`src/rtl/bfpa_pkg.sv`:
```
// ----------------------------------------------------------------------------
// bfpa_pkg
// Shared types and codes for the best-fit fixed-partition allocator.
// ----------------------------------------------------------------------------
package bfpa_pkg;

  localparam int unsigned SizeW = 16;
  localparam int unsigned IdW   = 6;
  localparam int unsigned StW   = 4;
  localparam int unsigned OutIdxW = 4;

  typedef enum logic [1:0] {
    KIND_DEFINE = 2'd0,
    KIND_INSERT = 2'd1,
    KIND_DELETE = 2'd2,
    KIND_CLEAR  = 2'd3
  } kind_e;

  typedef enum logic [StW-1:0] {
    ST_PART_OK    = 4'd0,
    ST_PART_REJ   = 4'd1,
    ST_PLACED     = 4'd2,
    ST_TOO_LARGE  = 4'd3,
    ST_EXISTS     = 4'd4,
    ST_NO_SPACE   = 4'd5,
    ST_INT_FRAG   = 4'd6,
    ST_EXT_FRAG   = 4'd7,
    ST_REMOVED    = 4'd8,
    ST_ABSENT     = 4'd9,
    ST_TABLE_FULL = 4'd10
  } status_e;

  typedef enum logic [1:0] {
    S_IDLE,
    S_LOOK,
    S_SCAN,
    S_EXEC
  } state_e;

  typedef struct packed {
    logic load;
    logic scan_init;
    logic scan_step;
    logic exec;
  } bfpa_cmd_t;

  typedef struct packed {
    logic ins_scan;
    logic scan_done;
    logic out_free;
  } bfpa_stat_t;

endpackage

```
`src/rtl/best_fit_fixed_partition_allocator_core.sv`:
```
// Flow: an accepted word passes the look-up and execute states on its way to the
// result; an insert that reaches the best-fit scan steps through every defined
// partition (at least one) first. No new word is taken until the last is done;
// a result held by the receiver holds off the next word.
// Reset: async active low; tables empty, total memory 4096.
// ----------------------------------------------------------------------------
// best_fit_fixed_partition_allocator_core
// Best-fit fixed-partition allocator with stream in/out and one config reg.
// ----------------------------------------------------------------------------
module best_fit_fixed_partition_allocator_core import bfpa_pkg::*; #(
  parameter int unsigned NUM_PARTS = 16,
  parameter int unsigned NUM_PROCS = 64
) (
  input  logic        clk_i,
  input  logic        rst_ni,
  input  logic        cfg_we_i,
  input  logic [15:0] cfg_wdata_i,
  input  logic        s_axis_tvalid_i,
  output logic        s_axis_tready_o,
  input  logic [23:0] s_axis_tdata_i,  // proc_id[5:0], size[21:6], zero pad
  input  logic [1:0]  s_axis_tuser_i,  // kind[1:0]
  output logic        m_axis_tvalid_o,
  input  logic        m_axis_tready_i,
  output logic [23:0] m_axis_tdata_o,  // part_index[3:0], free_space[19:4], zero pad
  output logic [3:0]  m_axis_tuser_o   // status[3:0]
);

  bfpa_cmd_t  cmd;
  bfpa_stat_t stat;
  logic [OutIdxW-1:0] part_index;
  logic [SizeW-1:0]   free_space;

  bfpa_ctrl u_ctrl (
    .clk_i,
    .rst_ni,
    .in_valid_i (s_axis_tvalid_i),
    .in_ready_o (s_axis_tready_o),
    .stat_i     (stat),
    .cmd_o      (cmd)
  );

  bfpa_dp #(
    .NUM_PARTS (NUM_PARTS),
    .NUM_PROCS (NUM_PROCS)
  ) u_dp (
    .clk_i,
    .rst_ni,
    .cmd_i        (cmd),
    .stat_o       (stat),
    .kind_i       (s_axis_tuser_i),
    .proc_id_i    (s_axis_tdata_i[5:0]),
    .size_i       (s_axis_tdata_i[21:6]),
    .cfg_we_i,
    .cfg_wdata_i,
    .out_valid_o  (m_axis_tvalid_o),
    .out_ready_i  (m_axis_tready_i),
    .status_o     (m_axis_tuser_o),
    .part_index_o (part_index),
    .free_space_o (free_space)
  );

  assign m_axis_tdata_o = {4'b0, free_space, part_index};

endmodule

```
`src/rtl/bfpa_ctrl.sv`:
```
// ----------------------------------------------------------------------------
// bfpa_ctrl
// Sequencer: accept a word, look up the process table, scan partitions
// for inserts, then execute and hand the result to the output register.
// ----------------------------------------------------------------------------
module bfpa_ctrl import bfpa_pkg::*; (
  input  logic       clk_i,
  input  logic       rst_ni,
  input  logic       in_valid_i,
  output logic       in_ready_o,
  input  bfpa_stat_t stat_i,
  output bfpa_cmd_t  cmd_o
);

  state_e state_q, state_d;

  always_ff @(posedge clk_i or negedge rst_ni) begin
    if (!rst_ni) begin
      state_q <= S_IDLE;
    end else begin
      state_q <= state_d;
    end
  end

  always_comb begin
    state_d = state_q;
    case (state_q)
      S_IDLE: begin
        if (in_valid_i) state_d = S_LOOK;
      end
      S_LOOK: begin
        state_d = stat_i.ins_scan ? S_SCAN : S_EXEC;
      end
      S_SCAN: begin
        if (stat_i.scan_done) state_d = S_EXEC;
      end
      S_EXEC: begin
        if (stat_i.out_free) state_d = S_IDLE;
      end
      default: state_d = S_IDLE;
    endcase
  end

  always_comb begin
    in_ready_o = 1'b0;
    cmd_o      = '0;
    case (state_q)
      S_IDLE: begin
        in_ready_o = 1'b1;
        cmd_o.load = in_valid_i;
      end
      S_LOOK: cmd_o.scan_init = 1'b1;
      S_SCAN: cmd_o.scan_step = 1'b1;
      S_EXEC: cmd_o.exec = stat_i.out_free;
      default: cmd_o = '0;
    endcase
  end

endmodule

```
`src/rtl/bfpa_dp.sv`:
```
// ----------------------------------------------------------------------------
// bfpa_dp
// Partition tables, process table memory, best-fit scan unit and the
// result register.
// ----------------------------------------------------------------------------
module bfpa_dp import bfpa_pkg::*; #(
  parameter int unsigned NUM_PARTS = 16,
  parameter int unsigned NUM_PROCS = 64
) (
  input  logic             clk_i,
  input  logic             rst_ni,
  input  bfpa_cmd_t        cmd_i,
  output bfpa_stat_t       stat_o,
  input  logic [1:0]       kind_i,
  input  logic [IdW-1:0]   proc_id_i,
  input  logic [SizeW-1:0] size_i,
  input  logic             cfg_we_i,
  input  logic [SizeW-1:0] cfg_wdata_i,
  output logic             out_valid_o,
  input  logic             out_ready_i,
  output logic [StW-1:0]   status_o,
  output logic [OutIdxW-1:0] part_index_o,
  output logic [SizeW-1:0] free_space_o
);

  localparam int unsigned PW = $clog2(NUM_PARTS);
  localparam int unsigned CW = $clog2(NUM_PARTS + 1);
  localparam int unsigned QW = $clog2(NUM_PROCS);

  logic [SizeW-1:0] part_size_q [NUM_PARTS];
  logic [SizeW-1:0] part_occsz_q [NUM_PARTS];
  logic [NUM_PARTS-1:0] part_acc_q, part_occ_q;
  logic [CW-1:0]    part_cnt_q;

  logic [PW-1:0]    proc_mem [NUM_PROCS];
  logic [NUM_PROCS-1:0] proc_vld_q;
  logic [PW-1:0]    pp_rd_q;
  logic             pv_rd_q;

  logic [SizeW-1:0] total_q, unpart_q, used_q, largest_q, ptotal_q;
  kind_e            kind_q;
  logic [QW-1:0]    addr_q;
  logic [SizeW-1:0] size_q;
  logic             oor_q;

  logic [PW-1:0]    scan_q, best_idx_q;
  logic [SizeW:0]   best_q;
  logic             found_q, slack_q;

  logic             out_valid_q;
  logic [StW-1:0]   status_q;
  logic [OutIdxW-1:0] pidx_q;
  logic [SizeW-1:0] fs_q;

  logic [QW-1:0]    in_addr;
  logic             in_oor;
  logic [PW-1:0]    rd_idx;
  logic [SizeW-1:0] rd_size, rd_occsz, unused;
  logic             in_range, fit, slack_hit;
  logic [PW-1:0]    cnt_idx;

  assign in_addr  = QW'(proc_id_i);
  assign in_oor   = 32'(proc_id_i) >= NUM_PROCS;
  assign rd_idx   = (kind_q == KIND_DELETE) ? pp_rd_q : scan_q;
  assign rd_size  = part_size_q[rd_idx];
  assign rd_occsz = part_occsz_q[rd_idx];
  assign unused   = ptotal_q - used_q;
  assign cnt_idx  = PW'(part_cnt_q);
  assign in_range = CW'(scan_q) < part_cnt_q;
  assign fit = in_range && part_acc_q[scan_q] && !part_occ_q[scan_q] &&
               (size_q <= rd_size) && ({1'b0, rd_size} < best_q);
  assign slack_hit = in_range && part_occ_q[scan_q] && (rd_size >= rd_occsz) &&
                     ((rd_size - rd_occsz) >= size_q);

  assign stat_o.ins_scan  = (kind_q == KIND_INSERT) && !oor_q && (size_q <= largest_q) &&
                            !pv_rd_q && (size_q <= unused);
  assign stat_o.scan_done = (CW'(scan_q) + CW'(1)) >= part_cnt_q;
  assign stat_o.out_free  = !out_valid_q || out_ready_i;

  assign out_valid_o  = out_valid_q;
  assign status_o     = status_q;
  assign part_index_o = pidx_q;
  assign free_space_o = fs_q;

  always_ff @(posedge clk_i) begin
    if (cmd_i.load) begin
      kind_q  <= kind_e'(kind_i);
      addr_q  <= in_addr;
      size_q  <= size_i;
      oor_q   <= in_oor;
      pp_rd_q <= proc_mem[in_addr];
      pv_rd_q <= proc_vld_q[in_addr];
    end
    if (cmd_i.scan_init) begin
      scan_q <= '0;
      best_q <= {1'b1, {SizeW{1'b0}}};
      best_idx_q <= '0;
      found_q <= 1'b0;
      slack_q <= 1'b0;
    end
    if (cmd_i.scan_step) begin
      scan_q <= scan_q + PW'(1);
      if (fit) begin
        best_q     <= {1'b0, rd_size};
        best_idx_q <= scan_q;
        found_q    <= 1'b1;
      end
      if (slack_hit) slack_q <= 1'b1;
    end
    if (cmd_i.exec) begin
      case (kind_q)
        KIND_DEFINE: begin
          if (part_cnt_q < CW'(NUM_PARTS)) part_size_q[cnt_idx] <= size_q;
        end
        KIND_INSERT: begin
          if (stat_o.ins_scan && found_q) begin
            part_occsz_q[best_idx_q] <= size_q;
            proc_mem[addr_q] <= best_idx_q;
          end
        end
        default: ;
      endcase
    end
  end

  always_ff @(posedge clk_i or negedge rst_ni) begin
    if (!rst_ni) begin
      part_acc_q  <= '0;
      part_occ_q  <= '0;
      part_cnt_q  <= '0;
      proc_vld_q  <= '0;
      total_q     <= 16'd4096;
      unpart_q    <= 16'd4096;
      used_q      <= '0;
      largest_q   <= '0;
      ptotal_q    <= '0;
      out_valid_q <= 1'b0;
      status_q    <= '0;
      pidx_q      <= '0;
      fs_q        <= '0;
    end else begin
      if (out_ready_i) out_valid_q <= 1'b0;
      if (cfg_we_i) begin
        total_q <= cfg_wdata_i;
        if (part_cnt_q == '0) unpart_q <= cfg_wdata_i;
      end
      if (cmd_i.exec) begin
        out_valid_q <= 1'b1;
        pidx_q      <= '0;
        fs_q        <= unused;
        case (kind_q)
          KIND_DEFINE: begin
            fs_q <= unpart_q;
            if (part_cnt_q >= CW'(NUM_PARTS)) begin
              status_q <= ST_TABLE_FULL;
            end else begin
              part_occ_q[cnt_idx] <= 1'b0;
              pidx_q <= OutIdxW'(cnt_idx);
              part_cnt_q <= part_cnt_q + CW'(1);
              if (size_q <= unpart_q) begin
                part_acc_q[cnt_idx] <= 1'b1;
                unpart_q <= unpart_q - size_q;
                fs_q     <= unpart_q - size_q;
                ptotal_q <= ptotal_q + size_q;
                if (size_q > largest_q) largest_q <= size_q;
                status_q <= ST_PART_OK;
              end else begin
                part_acc_q[cnt_idx] <= 1'b0;
                status_q <= ST_PART_REJ;
              end
            end
          end
          KIND_INSERT: begin
            if (oor_q) begin
              status_q <= ST_ABSENT;
            end else if (size_q > largest_q) begin
              status_q <= ST_TOO_LARGE;
            end else if (pv_rd_q) begin
              status_q <= ST_EXISTS;
              pidx_q   <= OutIdxW'(pp_rd_q);
            end else if (size_q > unused) begin
              status_q <= ST_NO_SPACE;
            end else if (found_q) begin
              part_occ_q[best_idx_q] <= 1'b1;
              proc_vld_q[addr_q] <= 1'b1;
              used_q   <= used_q + size_q;
              fs_q     <= unused - size_q;
              pidx_q   <= OutIdxW'(best_idx_q);
              status_q <= ST_PLACED;
            end else begin
              status_q <= slack_q ? ST_INT_FRAG : ST_EXT_FRAG;
            end
          end
          KIND_DELETE: begin
            if (oor_q || !pv_rd_q) begin
              status_q <= ST_ABSENT;
            end else begin
              part_occ_q[pp_rd_q] <= 1'b0;
              proc_vld_q[addr_q]  <= 1'b0;
              used_q   <= used_q - rd_occsz;
              fs_q     <= unused + rd_occsz;
              pidx_q   <= OutIdxW'(pp_rd_q);
              status_q <= ST_REMOVED;
            end
          end
          default: begin
            status_q   <= ST_PART_OK;
            part_acc_q <= '0;
            part_occ_q <= '0;
            proc_vld_q <= '0;
            part_cnt_q <= '0;
            unpart_q   <= total_q;
            used_q     <= '0;
            largest_q  <= '0;
            ptotal_q   <= '0;
          end
        endcase
      end
    end
  end

endmodule
```
`config.mk`:
```
export PLATFORM = sky130hd
export DESIGN_NAME = best_fit_fixed_partition_allocator_core
export DESIGN_NICKNAME = d
export VERILOG_FILES = /design/src/rtl/bfpa_pkg.sv /design/src/rtl/best_fit_fixed_partition_allocator_core.sv /design/src/rtl/bfpa_ctrl.sv /design/src/rtl/bfpa_dp.sv
export SDC_FILE = /design/constraint.sdc
export NUM_CORES = 2
export LEC_CHECK = 0
export BUFFER_PORTS_ARGS = -buffer_cell sky130_fd_sc_hd__buf_2
export CAP_MARGIN = 20
export CORE_ASPECT_RATIO = 1.4
export CORE_MARGIN = 1.5
export CORE_UTILIZATION = 35
export DETAILED_ROUTE_END_ITERATION = 6
export PLACE_DENSITY_LB_ADDON = 0.15
export SYNTH_ARGS = -nofsm -noshare
export SYNTH_HDL_FRONTEND = slang
export SYNTH_SLANG_ARGS = --single-unit
```
`constraint.sdc`:
```
create_clock -name clk_i -period 15.2 [get_ports clk_i]
set_clock_uncertainty 0.05 [all_clocks]
set_input_delay 3.04 -clock clk_i [delete_from_list [all_inputs] [get_ports clk_i]]
set_output_delay 3.04 -clock clk_i [all_outputs]
set_load 0.01 [all_outputs]
```
==> metrics.txt <==
compound-cell area share of the yosys netlist=11.24%; DIE WIDTH=324.3 um; post-synth cell types=93; most frequent cell after synthesis=edfxtp_1; # fillers=13501; final setup fails=0; Peak supply drop=0.0001770 V; dpl cell area=53440 um2; Antenna Violating Nets Remaining=0; Die Y=452.8 um; Least-Margin Pin Slew=1.295 ns; CTS Buffer Depth=3; core area=143000 um2; initial DRC count=2079; Vias=31973; Post-Synthesis Cell Area=50580 um2; Num CTS Buffers=102; hpwl dp=100600 um; total track usage=20.69%; Most Frequent Cell on Critical Path=buf_4; PwrDens=223.3 nW/um2; synthesized flop and latch total=1032; clock root buffer=clkbuf_16; WP data required=15.76 ns; Multi-input gate area=19520 um2; Setup WS post-layout=7.629 ns; main combinational cell family by area after synthesis=multiplexers; Setup Slack @ Placement=7.598 ns; Worst Setup Start Kind=flip-flop; register area=29730 um2; Leak=20.20 nW; crit share post-route=49.81%; FMAX=132.1 MHz; # rows=164; max cap viols=0; CP max FO=78; Final Hold Viols=0; H-tree Lvls=3; design area=56880 um2; status=finished clean; CTS Hold Bufs=0; Via density=5.479; most common library cells after synthesis=edfxtp_1 (801), o21ai_0 (283), a21oi_1 (268); Pwr Total=0.01270 W; Synth warnings=0; gr ovfl total=0; first-pass GRT wire length=223600 um; number of global-route vias before repair=33400; total die area=146800 um2; Synth Area in Simple Gates=7.513%; Synth top area share=47.56%; Async S/R FF share, synth=20.16%; minimum hold slack=0.3897 ns; sequential-to-total area share from yosys stat=58.76%; slowest cell delay on critical path=0.73 ns; largest cells by area after synthesis=edfxtp_1 (48%), mux4_2 (11%), dfrtp_1 (10%); setup_tns=0 ns; top_reg_cell synth=edfxtp_1; WL per Instance=25.71 um; share of layout cells above drive strength 1=17.37%; CP endpoint kind=flip-flop; final RePlAce weighted congestion=0.8812; crit path DAT=8.13 ns; PortBufs=70; register clock-pin slew on the reported worst setup and hold paths=0.06 ns; DRT Pass-1 Iters=7; Synth Area per Inst=13.44 um2; worst skew pair latency=0.73 ns; r2r startpoint=u_dp.kind_q[0]$_DFFE_PP_; RSZ-0062 raised after global routing=no; EDFF count, synth=801; Area Overhead vs Synth=12.47%; min Tclk post-route=7.571 ns; CTS tree=done; post-CTS sizing=0; Setup Crit Path Kind=flip-flop to flip-flop; # diodes=0; HP Class=flip-flop to flip-flop; Synth area leader=edfxtp_1; Final Max Slew Viols=0; initial core utilization=35.36%; cells along the critical path=inv_1 > ha_2 > buf_4 > mux2i_4 > buf_12 > buf_4 > mux4_2 > nor2b_1 > a211oi_1 > a21oi_1 > inv_1 > ha_1 > nand4_1 > nor2_1 > a221o_1 > nand2_1 > o21ai_0 > nor3_1 > nand3_1 > nor3_4 > buf_4 > mux2_2; min-delay src=u_dp.total_q[2]$_DFFE_PN0P_; Post-Synth XOR/XNOR Area=1.749%; Worst Setup SP=u_dp.kind_q[0]$_DFFE_PP_; slowest CP cell=buf_4; Post-Synth Adder-Cell Area=5.076%; cell count after synthesis=3764; Final nets=4087; Slew headroom=13.64%; residual DRC count=0; I/O Pins=77; largest net degree at the start of global routing=98; post-synthesis mux area share=12.71%; setup bufs post-CTS=0; aggregate routed wire length=150100 um; antenna violations before repair=1; clock sink total=1032
## final timing paths
kind / to / depth (start not counted) / slack [ns]
max: u_dp.best_idx_q[3]$_DFF_P_ / 22 / 7.63
min: u_dp.unpart_q[2]$_DFF_PN0_ / 2 / 0.39
max reg2reg: u_dp.best_idx_q[3]$_DFF_P_ / 22 / 7.63
min reg2reg: u_dp.unpart_q[2]$_DFF_PN0_ / 2 / 0.39
max in group asynchronous: u_dp.part_cnt_q[1]$_DFFE_PN0P_ / 3 / 10.57
min in group asynchronous: u_dp.ptotal_q[14]$_DFFE_PN0P_ / 1 / 2.32
## worst max-delay path: cells and delay by family (launching register included)
kind            cells  cell delay [ns]
buf+inv             6             2.37
simple gates        7             1.57
mux                 3             1.13
fa+ha+maj           2             0.54
compound gates      4             1.18
flops               1             0.42
## routing by layer
layer	wire [um]	GRT usage [%]
met1	60410	25.14
met3	4726	2.032
met5	0	0
met4	5066	7.192
met2	79860	37.85
## logic make-up (layout without fill, tap and decap cells)
kind of cell    count (synthesis)  in the layout
compound gates                927            927
xor+xnor                      101            101
fa+ha+maj                     201            201
buf+inv                       365            525
flops                        1032           1032
mux                           337            337
other cells                     1              4
simple gates                  800            800
## power by group
part / internal (W) / switching (W)
registers: 0.00339 / 0.000230
logic: 0.00260 / 0.00387
clock network: 0.00148 / 0.00114
total: 0.00746 / 0.00524
## cells in the final DEF, fill, tap and decap left out, types with 57 or more instances in the layout
cell type	instances
mux2i_1	57
nor2b_1	62
clkbuf_16	102
nand3_1	61
a21oi_1	266
xnor2_1	66
inv_1	145
edfxtp_1	801
o21ai_0	283
ha_1	192
mux4_2	239
dfrtp_1	206
buf_2	67
buf_4	112
nand2_1	223
nor3_1	72
nor2_1	211
## metrics by stage
step	util [%]	std cells
global placement	37.35	5641
detailed placement	37.36	5642
CTS	39.74	5834
global route	39.77	5836
floorplan	-	3767
finish	39.77	5836
## area by class of cell
| cell class | instances | share of cell area [%] |
|---|---|---|
| Multi-Input combinational cell | 2370 | 34.32 |
| Timing Repair Buffer | 185 | 2.259 |
| Tap cell | 1909 | 4.199 |
| Inverter | 148 | 0.9766 |
| Clock buffer | 140 | 4.861 |
| Sequential cell | 1032 | 52.26 |
| Clock inverter | 52 | 1.128 |
## flip-flops by register name, summed over array words and instances (netlist names), 2 cells and up
signal and count:
u_ctrl.state_q 2, u_dp.addr_q 6, u_dp.best_idx_q 4, u_dp.best_q 17, u_dp.free_space_o 16, u_dp.kind_q 2, u_dp.largest_q 16, u_dp.part_acc_q 16
u_dp.part_cnt_q 5, u_dp.part_index_o 4, u_dp.part_occ_q 16, u_dp.part_occsz_q 256, u_dp.part_size_q 256, u_dp.pp_rd_q 4, u_dp.proc_mem 256, u_dp.proc_vld_q 64
u_dp.ptotal_q 16, u_dp.scan_q 4, u_dp.size_q 16, u_dp.status_o 4, u_dp.total_q 16, u_dp.unpart_q 16, u_dp.used_q 16
No activity file was read; power rests on OpenSTA's default activity.
